**src/rtl/cdpc_pkg.sv**
```systemverilog
package cdpc_pkg;

	localparam int GRAY_W = 8;
	localparam int ROW_W  = 9;
	localparam int COL_W  = 10;
	localparam int SUM_W  = 18;
	localparam int CNT_W  = 10;

	localparam logic [GRAY_W-1:0] THRESHOLD_RESET = 8'd100;
	localparam logic [SUM_W-1:0]  SUM_MAX         = '1;
	localparam logic [CNT_W-1:0]  CNT_MAX         = '1;

	// one finished column waiting for the divider
	typedef struct packed {
		logic [COL_W-1:0] column;
		logic [SUM_W-1:0] row_sum;
		logic [CNT_W-1:0] dark_count;
	} col_acc_t;

	typedef struct packed {
		logic full;
		logic empty;
	} q_status_t;

endpackage

```
**src/rtl/cdpc_ifs.sv**
```systemverilog
interface pixel_if import cdpc_pkg::*; ();
	logic              valid;
	logic              ready;
	logic [GRAY_W-1:0] gray_value;
	logic [ROW_W-1:0]  row_index;
	logic [COL_W-1:0]  column_index;
	logic              column_end;

	modport source (output valid, gray_value, row_index, column_index, column_end,
		input ready);
	modport sink (input valid, gray_value, row_index, column_index, column_end,
		output ready);
endinterface

interface centroid_if import cdpc_pkg::*; ();
	logic             valid;
	logic             ready;
	logic [COL_W-1:0] result_column;
	logic [ROW_W-1:0] mean_row;

	modport source (output valid, result_column, mean_row, input ready);
	modport sink (input valid, result_column, mean_row, output ready);
endinterface

```
**src/rtl/cdpc_front.sv**
```systemverilog
module cdpc_front import cdpc_pkg::*; (
	input  logic              clk,
	input  logic              arst_n,
	input  logic              cfg_wr_en,
	input  logic [GRAY_W-1:0] cfg_wr_data,
	pixel_if.sink             pixel,
	input  q_status_t         q_status,
	output logic              push,
	output col_acc_t          push_entry
);

	logic [GRAY_W-1:0] thr_q;
	logic [SUM_W-1:0]  sum_q;
	logic [CNT_W-1:0]  cnt_q;

	logic             accept;
	logic             dark;
	logic [SUM_W:0]   sum_add;
	logic [SUM_W-1:0] sum_next;
	logic [CNT_W-1:0] cnt_next;

	assign pixel.ready = !q_status.full;

	always_comb begin
		accept   = pixel.valid && pixel.ready;
		dark     = pixel.gray_value <= thr_q;
		sum_add  = {1'b0, sum_q} + (dark ? (SUM_W+1)'(pixel.row_index) : '0);
		sum_next = sum_add[SUM_W] ? SUM_MAX : sum_add[SUM_W-1:0];
		cnt_next = (dark && cnt_q != CNT_MAX) ? cnt_q + 1'b1 : cnt_q;
		// the ending pixel is counted before the column is closed
		push       = accept && pixel.column_end && cnt_next != '0;
		push_entry = '{column: pixel.column_index, row_sum: sum_next, dark_count: cnt_next};
	end

	always_ff @(posedge clk or negedge arst_n) begin
		if (!arst_n) begin
			thr_q <= THRESHOLD_RESET;
			sum_q <= '0;
			cnt_q <= '0;
		end else begin
			if (cfg_wr_en) begin
				thr_q <= cfg_wr_data;
			end
			if (accept) begin
				if (pixel.column_end) begin
					sum_q <= '0;
					cnt_q <= '0;
				end else begin
					sum_q <= sum_next;
					cnt_q <= cnt_next;
				end
			end
		end
	end

endmodule

```
**src/rtl/cdpc_queue.sv**
```systemverilog
module cdpc_queue import cdpc_pkg::*; #(
	parameter int DEPTH = 4
) (
	input  logic      clk,
	input  logic      arst_n,
	input  logic      push,
	input  col_acc_t  push_entry,
	input  logic      pop,
	output col_acc_t  pop_entry,
	output q_status_t status
);

	localparam int PTR_W  = $clog2(DEPTH);
	localparam int FILL_W = $clog2(DEPTH + 1);

	col_acc_t          entry_q [DEPTH];
	logic [PTR_W-1:0]  wr_ptr_q;
	logic [PTR_W-1:0]  rd_ptr_q;
	logic [FILL_W-1:0] fill_q;

	function automatic logic [PTR_W-1:0] ptr_inc(input logic [PTR_W-1:0] p);
		return (p == PTR_W'(DEPTH - 1)) ? '0 : p + 1'b1;
	endfunction

	assign status.full  = fill_q == FILL_W'(DEPTH);
	assign status.empty = fill_q == '0;
	assign pop_entry    = entry_q[rd_ptr_q];

	always_ff @(posedge clk) begin
		if (push) begin
			entry_q[wr_ptr_q] <= push_entry;
		end
	end

	always_ff @(posedge clk or negedge arst_n) begin
		if (!arst_n) begin
			wr_ptr_q <= '0;
			rd_ptr_q <= '0;
			fill_q   <= '0;
		end else begin
			if (push) begin
				wr_ptr_q <= ptr_inc(wr_ptr_q);
			end
			if (pop) begin
				rd_ptr_q <= ptr_inc(rd_ptr_q);
			end
			if (push && !pop) begin
				fill_q <= fill_q + 1'b1;
			end else if (pop && !push) begin
				fill_q <= fill_q - 1'b1;
			end
		end
	end

endmodule

```
**src/rtl/cdpc_back.sv**
```systemverilog
module cdpc_back import cdpc_pkg::*; (
	input  logic      clk,
	input  logic      arst_n,
	input  q_status_t q_status,
	input  col_acc_t  pop_entry,
	output logic      pop,
	centroid_if.source centroid
);

	localparam int IT_W = $clog2(SUM_W);

	typedef enum logic [2:0] {
		ST_IDLE = 3'b001,
		ST_DIV  = 3'b010,
		ST_DONE = 3'b100
	} div_state_t;

	div_state_t       state_q;
	logic [IT_W-1:0]  iter_q;
	logic [COL_W-1:0] col_q;
	logic [SUM_W-1:0] quo_q;
	logic [CNT_W-1:0] rem_q;
	logic [CNT_W-1:0] div_q;
	logic             out_valid_q;
	logic [COL_W-1:0] out_col_q;
	logic [ROW_W-1:0] out_mean_q;

	logic [CNT_W:0]   rem_shift;
	logic [CNT_W:0]   rem_diff;
	logic             ge;
	logic [CNT_W-1:0] rem_next;
	logic             out_free;

	always_comb begin
		// restoring division, one quotient bit per cycle, MSB first
		rem_shift = {rem_q, quo_q[SUM_W-1]};
		rem_diff  = rem_shift - {1'b0, div_q};
		ge        = rem_shift >= {1'b0, div_q};
		rem_next  = ge ? rem_diff[CNT_W-1:0] : rem_shift[CNT_W-1:0];
		out_free  = !out_valid_q || centroid.ready;
		pop       = (state_q == ST_IDLE) && !q_status.empty;
	end

	assign centroid.valid         = out_valid_q;
	assign centroid.result_column = out_col_q;
	assign centroid.mean_row      = out_mean_q;

	always_ff @(posedge clk or negedge arst_n) begin
		if (!arst_n) begin
			state_q     <= ST_IDLE;
			iter_q      <= '0;
			out_valid_q <= 1'b0;
		end else begin
			unique case (state_q)
				ST_IDLE: begin
					if (pop) begin
						iter_q  <= '0;
						state_q <= ST_DIV;
					end
				end
				ST_DIV: begin
					iter_q <= iter_q + 1'b1;
					if (iter_q == IT_W'(SUM_W - 1)) begin
						state_q <= ST_DONE;
					end
				end
				ST_DONE: begin
					if (out_free) begin
						state_q <= ST_IDLE;
					end
				end
				default: state_q <= ST_IDLE;
			endcase
			if (state_q == ST_DONE && out_free) begin
				out_valid_q <= 1'b1;
			end else if (centroid.ready) begin
				out_valid_q <= 1'b0;
			end
		end
	end

	always_ff @(posedge clk) begin
		if (pop) begin
			col_q <= pop_entry.column;
			quo_q <= pop_entry.row_sum;
			div_q <= pop_entry.dark_count;
			rem_q <= '0;
		end else if (state_q == ST_DIV) begin
			quo_q <= {quo_q[SUM_W-2:0], ge};
			rem_q <= rem_next;
		end
		if (state_q == ST_DONE && out_free) begin
			out_col_q  <= col_q;
			out_mean_q <= quo_q[ROW_W-1:0];
		end
	end

`ifndef SYNTHESIS
	a_div_nonzero: assert property (@(posedge clk) disable iff (!arst_n)
		state_q == ST_DIV |-> div_q != '0)
		else $error("divider started on an empty column");

	a_rem_bound: assert property (@(posedge clk) disable iff (!arst_n)
		state_q == ST_DIV |-> rem_q < div_q)
		else $error("partial remainder not below divisor");

	a_mean_fits: assert property (@(posedge clk) disable iff (!arst_n)
		state_q == ST_DONE |-> quo_q[SUM_W-1:ROW_W] == '0)
		else $error("mean row exceeds row range");
`endif

endmodule

```
**src/rtl/column_dark_pixel_centroid.sv**
```systemverilog
// Dark-pixel centroid per column. Pixels arrive in column-major order and are
// accepted one per cycle while the queue is not full; each pixel at or below the
// threshold written through cfg_wr_data adds its row to a saturating sum and
// count. The pixel flagged column_end closes the column: if it held any dark
// pixel, the column is queued (QUEUE_DEPTH entries) for a shift-subtract divider
// that produces one quotient bit per cycle; each reported column passes through
// the divider as a load, 18 bit steps and a handoff to the output register.
// Pixel input stalls only while the queue is full, which happens when columns
// with a dark pixel close faster than the divider drains them, or when the
// result side holds off long enough to back up the output register, the
// divider and the queue. Columns with no dark pixel produce no result.
module column_dark_pixel_centroid import cdpc_pkg::*; #(
	parameter int QUEUE_DEPTH = 4
) (
	input  logic              clk,
	input  logic              arst_n,
	input  logic              cfg_wr_en,
	input  logic [GRAY_W-1:0] cfg_wr_data,
	pixel_if.sink             pixel,
	centroid_if.source        centroid
);

	q_status_t q_status;
	logic      push;
	logic      pop;
	col_acc_t  push_entry;
	col_acc_t  pop_entry;

	cdpc_front u_front (
		.clk         (clk),
		.arst_n      (arst_n),
		.cfg_wr_en   (cfg_wr_en),
		.cfg_wr_data (cfg_wr_data),
		.pixel       (pixel),
		.q_status    (q_status),
		.push        (push),
		.push_entry  (push_entry)
	);

	cdpc_queue #(
		.DEPTH (QUEUE_DEPTH)
	) u_queue (
		.clk        (clk),
		.arst_n     (arst_n),
		.push       (push),
		.push_entry (push_entry),
		.pop        (pop),
		.pop_entry  (pop_entry),
		.status     (q_status)
	);

	cdpc_back u_back (
		.clk       (clk),
		.arst_n    (arst_n),
		.q_status  (q_status),
		.pop_entry (pop_entry),
		.pop       (pop),
		.centroid  (centroid)
	);

endmodule
```
**src/flat_wrapper.sv**
```systemverilog
// flat-port wrapper written by rule: the top's interface ports become plain ports
module column_dark_pixel_centroid_flat import cdpc_pkg::*;
#(
	parameter int QUEUE_DEPTH = 4
)
  (clk, arst_n, cfg_wr_en, cfg_wr_data, pixel_valid, pixel_gray_value, pixel_row_index, pixel_column_index, pixel_column_end, pixel_ready, centroid_valid, centroid_result_column, centroid_mean_row, centroid_ready);
  pixel_if pixel_i ();
  centroid_if centroid_i ();
  input  logic clk;
  input  logic arst_n;
  input  logic cfg_wr_en;
  input  logic [GRAY_W-1:0] cfg_wr_data;
  input wire logic [$bits(pixel_i.valid)-1:0] pixel_valid;
  input wire logic [$bits(pixel_i.gray_value)-1:0] pixel_gray_value;
  input wire logic [$bits(pixel_i.row_index)-1:0] pixel_row_index;
  input wire logic [$bits(pixel_i.column_index)-1:0] pixel_column_index;
  input wire logic [$bits(pixel_i.column_end)-1:0] pixel_column_end;
  output wire logic [$bits(pixel_i.ready)-1:0] pixel_ready;
  output wire logic [$bits(centroid_i.valid)-1:0] centroid_valid;
  output wire logic [$bits(centroid_i.result_column)-1:0] centroid_result_column;
  output wire logic [$bits(centroid_i.mean_row)-1:0] centroid_mean_row;
  input wire logic [$bits(centroid_i.ready)-1:0] centroid_ready;
  assign pixel_i.valid = pixel_valid;
  assign pixel_i.gray_value = pixel_gray_value;
  assign pixel_i.row_index = pixel_row_index;
  assign pixel_i.column_index = pixel_column_index;
  assign pixel_i.column_end = pixel_column_end;
  assign pixel_ready = pixel_i.ready;
  assign centroid_valid = centroid_i.valid;
  assign centroid_result_column = centroid_i.result_column;
  assign centroid_mean_row = centroid_i.mean_row;
  assign centroid_i.ready = centroid_ready;
  column_dark_pixel_centroid #(.QUEUE_DEPTH(QUEUE_DEPTH)) u_core (.clk(clk), .arst_n(arst_n), .cfg_wr_en(cfg_wr_en), .cfg_wr_data(cfg_wr_data), .pixel(pixel_i), .centroid(centroid_i));
endmodule
```
**config.mk**
```make
export PLATFORM = sky130hd
export DESIGN_NAME = column_dark_pixel_centroid_flat
export DESIGN_NICKNAME = d
export VERILOG_FILES = /design/src/rtl/cdpc_pkg.sv /design/src/rtl/cdpc_ifs.sv /design/src/rtl/cdpc_front.sv /design/src/rtl/cdpc_queue.sv /design/src/rtl/cdpc_back.sv /design/src/rtl/column_dark_pixel_centroid.sv /design/src/flat_wrapper.sv
export SDC_FILE = /design/constraint.sdc
export NUM_CORES = 1
export LEC_CHECK = 0
export BUFFER_PORTS_ARGS = -buffer_cell sky130_fd_sc_hd__buf_2
export CAP_MARGIN = 40
export CORE_MARGIN = 5
export CORE_UTILIZATION = 57
export CTS_BUF_LIST = sky130_fd_sc_hd__clkbuf_8
export CTS_CLUSTER_DIAMETER = 60
export DETAILED_ROUTE_END_ITERATION = 10
export GPL_ROUTABILITY_DRIVEN = 1
export GPL_TIMING_DRIVEN = 0
export MAX_ROUTING_LAYER = met4
export PLACE_DENSITY = 0.78
export SLEW_MARGIN = 20
export SYNTH_ARGS = -nofsm -noshare
export SYNTH_HDL_FRONTEND = slang
export SYNTH_HIERARCHICAL = 1
export SYNTH_SLANG_ARGS = --single-unit
```
**constraint.sdc**
```tcl
create_clock -name clk -period 4.2 [get_ports clk]
set_clock_uncertainty 0.1 [all_clocks]
set_input_delay 0.42 -clock clk [delete_from_list [all_inputs] [get_ports clk]]
set_output_delay 0.42 -clock clk [all_outputs]
set_load 0.01 [all_outputs]
```
* Yosys cells after proc, flatten, opt, wreduce, memory -nomap -nowiden *
Memory sizes are Yosys's and may differ from the RTL's.
Index checks and enable logic that the tools add are counted.
W data, S select, Z words.

operators by class
  $add $sub $neg = 8
  reductions and logical operators = 22
  equality and inequality tests = 11
  order comparisons = 2
  muxes and demuxes = 22

operators with widths
  kind                     number
  $mux W18                 4
  $mux W10                 3
  $add A18 B9 Y19          1
  $mux W3                  5
  $ge A11 B10 Y1           1
  $add A10 B1 Y10 const B  1
  $ne A10 B10 Y1 const B   1
  $pmux W5 S2              1
  $reduce_bool A10 Y1      1
  $sub A10 B10 Y10         1
  $mux W9                  1
  $pmux W3 S3              1
  $le A8 B8 Y1             1
  $logic_and A1 B1 Y1      8
  $reduce_bool A2 Y1       4
  $eq A3 B3 Y1 const B     2
  $add A5 B1 Y5 const B    1
  $eq A5 B5 Y1 const B     1
  $logic_not A1 Y1         5
  $mux W5                  1
  $add A2 B1 Y2 const B    2
  $eq A2 B2 Y1 const B     2
  $mux W1                  4
  $mux W2                  2
  10 further kinds         11

storage, ports and cells
  memories = 1
  memory bits (writable) = 152
  input bits = 41
  bits in registers = 119
  logic and storage cells = 81

memory list
  memory                  words  width  read ports  clocked after memory_dff  wr ports  RTL line          source
  u_core.u_queue.entry_q  4      38     1           0                         1         cdpc_queue.sv:16  col_acc_t entry_q [DEPTH];

* Logic depth before layout (Yosys ltp) *
  depth after elaboration = 9
  gate-level depth with buffers = 19
  gate-level depth less buffers = 17

* By module *
Netlist, hierarchy kept.

by module, submodules not included
  module      cells an instance  area an instance (µm²)  times used
  cdpc_queue  236                5,947.0                 1
  cdpc_back   243                3,333.2                 1
  cdpc_front  306                2,677.6                 1

* Least setup slack after synthesis *
Ideal clock, no wire load.

  kind = reg2reg
  start = reg u_core.u_front.thr_q[6]
  end = reg u_core.u_front.sum_q[2]
  stages on the path, launching flop included = 19
  slack = 0.111 ns
  buffers on the path = 2
  clock period less this slack = 4.089 ns
  arrival time = 3.868 ns
  data required time = 3.979 ns
  library setup time = 0.121 ns
  cell sequence = dfstp_2 > inv_1 > ha_1 > nand4_1 > a211oi_2 > nor2_1 > clkbuf_1 > and2_1 > ha_1 > fa_1 > a21o_1 > a21oi_1 > o21ai_0 > a31o_2 > a21o_1 > nand2_1 > buf_2 > nand2_1 > a22o_1

RTL lines
  what                    RTL line          source
  from (decl)             cdpc_front.sv:12  logic [GRAY_W-1:0] thr_q;
  from (signal assigned)  cdpc_front.sv:42  thr_q <= cfg_wr_data;
  to (signal assigned)    cdpc_front.sv:49  sum_q <= sum_next;
  to (decl)               cdpc_front.sv:13  logic [SUM_W-1:0] sum_q;

==> summary.txt <==
Yosys
  – Adder-Cell Fraction of Synth Area: 4.27%
  – #FFs+latches synth: 271
  – Multiplexer share of the synthesized area: 9.81%
  – Number of synthesized flops with an enable pin: 209
  – Post-synthesis simple-gate area fraction: 7.38%
  – Largest family of logic cells by synthesized area: multiplexers
  – Ys flop type: edfxtp_1
  – Post-synth net total: 865
  – Post-synthesis sequential area ratio: 65.1%
  – Synthesized cell area: 12000 um^2
  – Post-Synth XOR/XNOR Area: 2.12%
  – Complex-gate fraction of the synthesized area: 7.75%
  – Mapped Cells: 785
  – Avg Synthesized Cell Area: 15.2 um^2
  – Ys async rst share: 19.2%
  – Distinct cells, synth: 68
  – YS warnings: 6

Detailed routing
  – Wire length on met3: 1180 um
  – DRC: 0
  – Total Routed Length: 22100 um
  – Wirelength per Cell: 17.9 um
  – Metal-1 WL: 9670 um
  – Antenna viol nets, final: 0
  – Routed vias/inst: 5.67
  – Met2 WL: 10900 um
  – DR iter-0 viols: 510
  – First-pass detailed-route iteration total: 5
  – Top sig layer: met4
  – DR vias: 6974

Power and ir drop
  – Power, Total: 8.84 mW
  – Sequential power share: 44.3%
  – Combinational Power Share: 33.9%
  – Clk pwr share: 21.8%
  – Pwr dens: 633 nW/um^2
  – Power Internal: 6.04 mW
  – Leakage: 5.49 nW
  – Sw frac: 31.7%
  – NetSw: 2.80 mW
  – Max VDD drop: 0.275 mV

Run status
  – Status: complete, no violations

Setup path
  – Largest stage delay, worst path: 540 ps
  – Crit. Startpoint: u_core/u_front/thr_q[5]
  – Worst setup SP type: flop
  – Crit Reg-Reg Endpoint: u_core/u_queue/fill_q[1]
  – Crit path kind: flop to flop
  – WP data required: 4520 ps
  – Reg2reg start: u_core/u_front/thr_q[5]
  – CP Max Fanout: 6
  – Cell Chain, Critical Path: inv_1 -> ha_1 -> nand4_1 -> nor2_2 -> a211oi_2 -> buf_4 -> buf_4 -> nor3_4 -> nand2_4 -> xnor2_4 -> or4b_1 -> o31a_1 -> ha_2 -> inv_1 -> fa_1 -> mux2_2
  – Critical path capture point type: flop
  – R2R setup slack: 140 ps
  – Slowest library cell on the worst path: or4b_1
  – Crit path DAT: 4380 ps
  – CP endpoint: u_core/u_queue/fill_q[1]
  – Worst-case reg-to-reg path depth: 16

Finish
  – Layout cells sized above 1: 27.4%
  – Area Overhead vs Synth: 16.8%
  – Filler cells: 1402
  – Post-route cell area: 14000 um^2
  – Final Non-Filler Cells: 1231
  – N_diodes: 0
  – Nets: 1002

Clock network
  – H-tree depth: 2
  – Clock Path Buffers: 3
  – CTS sink cnt: 271
  – Total CTS buffers: 42
  – Root buffer cell: clkbuf_8
  – Clk slew on worst S/H paths: 60 ps
  – CTS tree: yes
  – Clk_lat worst skew: 540 ps

Timing
  – Final Hold Vio Count: 0
  – Slew @ Worst Pin: 759 ps
  – Tmin final: 4060 ps
  – Highest clock rate: 246 MHz
  – Final slew viol count: 0
  – Final worst-path cycle share: 96.6%
  – Final setup vio count: 0
  – Relative slew slack: 49.0%

Global route
  – Largest net degree at the start of global routing: 53
  – Vias in the first global route: 6914
  – First-pass GRT wire length: 35400 um
  – Congestion Overflow GR: 0
  – GRT Resource Usage Total: 19.1%
  – Initial antenna violation count: 0

Placed design
  – Post-DP HPWL: 14500 um
  – Placed instance count: 1116
  – Routability Congestion: 0.820
  – PortBufs: 51
  – DP Area: 12700 um^2

Die
  – IO Pins: 62
  – Initial Utilization: 57.4%
  – Die width: 155 um
  – Core Rows: 53
  – Core ar.: 20800 um^2
  – Die ar.: 24000 um^2
  – DIE HEIGHT: 155 um

Hold path
  – HP Class: primary input to flop

Job
  – Max Cap Viol: 0
per-layer routing:
layer | vias up | GRT usage (%)
li1 | 3268 | -
met1 | 3455 | 26.3
met2 | 219 | 29.8
met3 | 32 | 3.39
met4 | 0 | 5.47
met5 | - | -
timing repair:
action | in CTS | in global routing
buffers inserted | 3 | 13
resized for setup | 24 | 22
pin swaps | 4 | 8
hold buffers | 19 | 0
endpoints found under the setup margin | 90 | 80
cloned | 0 | 2
hold endpoints to repair | 96 | 0
synthesized netlist by cell type (6+ instances only):
cell type,instances,area share [%]
a22o_1,15,1.1
edfxtp_1,209,52
dfrtp_1,48,10
nand2_1,47,1.5
clkbuf_1,12,0.38
nand2b_1,10,0.52
inv_1,37,1.2
xor2_1,19,1.4
mux2_2,22,2.1
nor2b_1,9,0.47
nor2_1,29,0.91
nor3_1,9,0.38
buf_2,8,0.33
and3_1,10,0.52
and2_1,16,0.84
mux4_2,38,7.2
o21ai_0,36,1.5
dfxtp_1,10,1.7
xnor2_1,10,0.73
nand3_1,13,0.54
a31oi_1,6,0.31
buf_4,12,0.75
ha_1,36,3.8
mux2i_1,7,0.59
a21oi_1,32,1.3
critical path, delay by kind of cell, from the launching register on:
| family | cells | cell delay (ps) |
|---|---|---|
| buf+inv | 4 | 390 |
| simple gates | 5 | 1160 |
| fa+ha+maj | 3 | 910 |
| compound gates | 2 | 430 |
| xor+xnor | 1 | 160 |
| flops | 1 | 510 |
| mux | 1 | 260 |
cells in the final DEF, fill, tap and decap left out, drive strengths merged, types with 11 or more instances in the layout:
cell         count
a21oi           34
a22o            15
and2            16
buf            101
clkbuf          56
clkinv          13
dfrtp           48
dlygate4sd3     19
edfxtp         209
ha              36
inv             56
mux2            22
mux4            38
nand2           48
nand3           13
nor2            31
nor3            11
o21ai           40
xor2            19
cells by family after synthesis:
logic type,count (synthesis)
AO/OA/AOI/OAI,138
XOR/XNOR,29
adder cells (fa/ha/maj),39
buffers and inverters,76
flip-flops,271
multiplexers,67
AND/OR/NAND/NOR,165
registers in the layout (all words and copies together) (netlist names), 9 cells and up:
name and count:
u_core/u_back/div_q 10, u_core/u_back/col_q 10, u_core/u_back/centroid.result_column 10, u_core/u_back/centroid.mean_row 9, u_core/u_front/sum_q 18, u_core/u_back/quo_q 18
u_core/u_front/cnt_q 10, u_core/u_queue/entry_q 152, u_core/u_back/rem_q 10
power groups by stage:
stage	Clock (mW)	Combinational [mW]	Sequential (mW)
after floorplan	0	2.21	3.88
after global placement	0	2.76	3.96
after detailed placement	0	2.88	3.97
after CTS	1.99	2.94	3.92
after global routing	2.13	3.30	3.96
final	1.92	3.00	3.92
worst min path at each step:
stage	endpoint	startpoint	cells past startpoint	slack [ps]
finish	u_core/u_front/thr_q[2]	cfg_wr_en	3	50
global route	u_core/u_front/thr_q[2]	cfg_wr_en	3	50
CTS	u_core/u_front/thr_q[2]	cfg_wr_en	3	6
detailed placement	u_core/u_back/centroid.result_column[3]	u_core/u_back/col_q[3]	0	300
global placement	u_core/u_back/centroid.result_column[0]	u_core/u_back/col_q[0]	0	300
floorplan	u_core/u_back/centroid.valid	arst_n	0	20
metrics by stage:
stage / setup TNS (ps) / setup WS [ps] / utilization, % / hold slack, ps
global placement: -125620 / -671 / 60.3 / 301
global route: -31.2 / -13.2 / 67.1 / 53.4
finish: 0 / 141 / 67.1 / 46.9
floorplan: 0 / 111 / - / 24.4
detailed placement: -30100 / -542 / 60.9 / 305
CTS: 0 / 10.2 / 65.9 / 6.20
area by class of cell:
class,instances,area (um^2),area share [%]
flip-flops and latches,271,7780,55.7
clock inverters,34,141,1.01
well taps,275,344,2.46
clock buffers,44,606,4.33
inverters,37,139,0.994
multi-input cells,438,3870,27.7
repair buffers,94,771,5.52
plain buffers,38,318,2.27
Power figures use the tool's default switching activity.
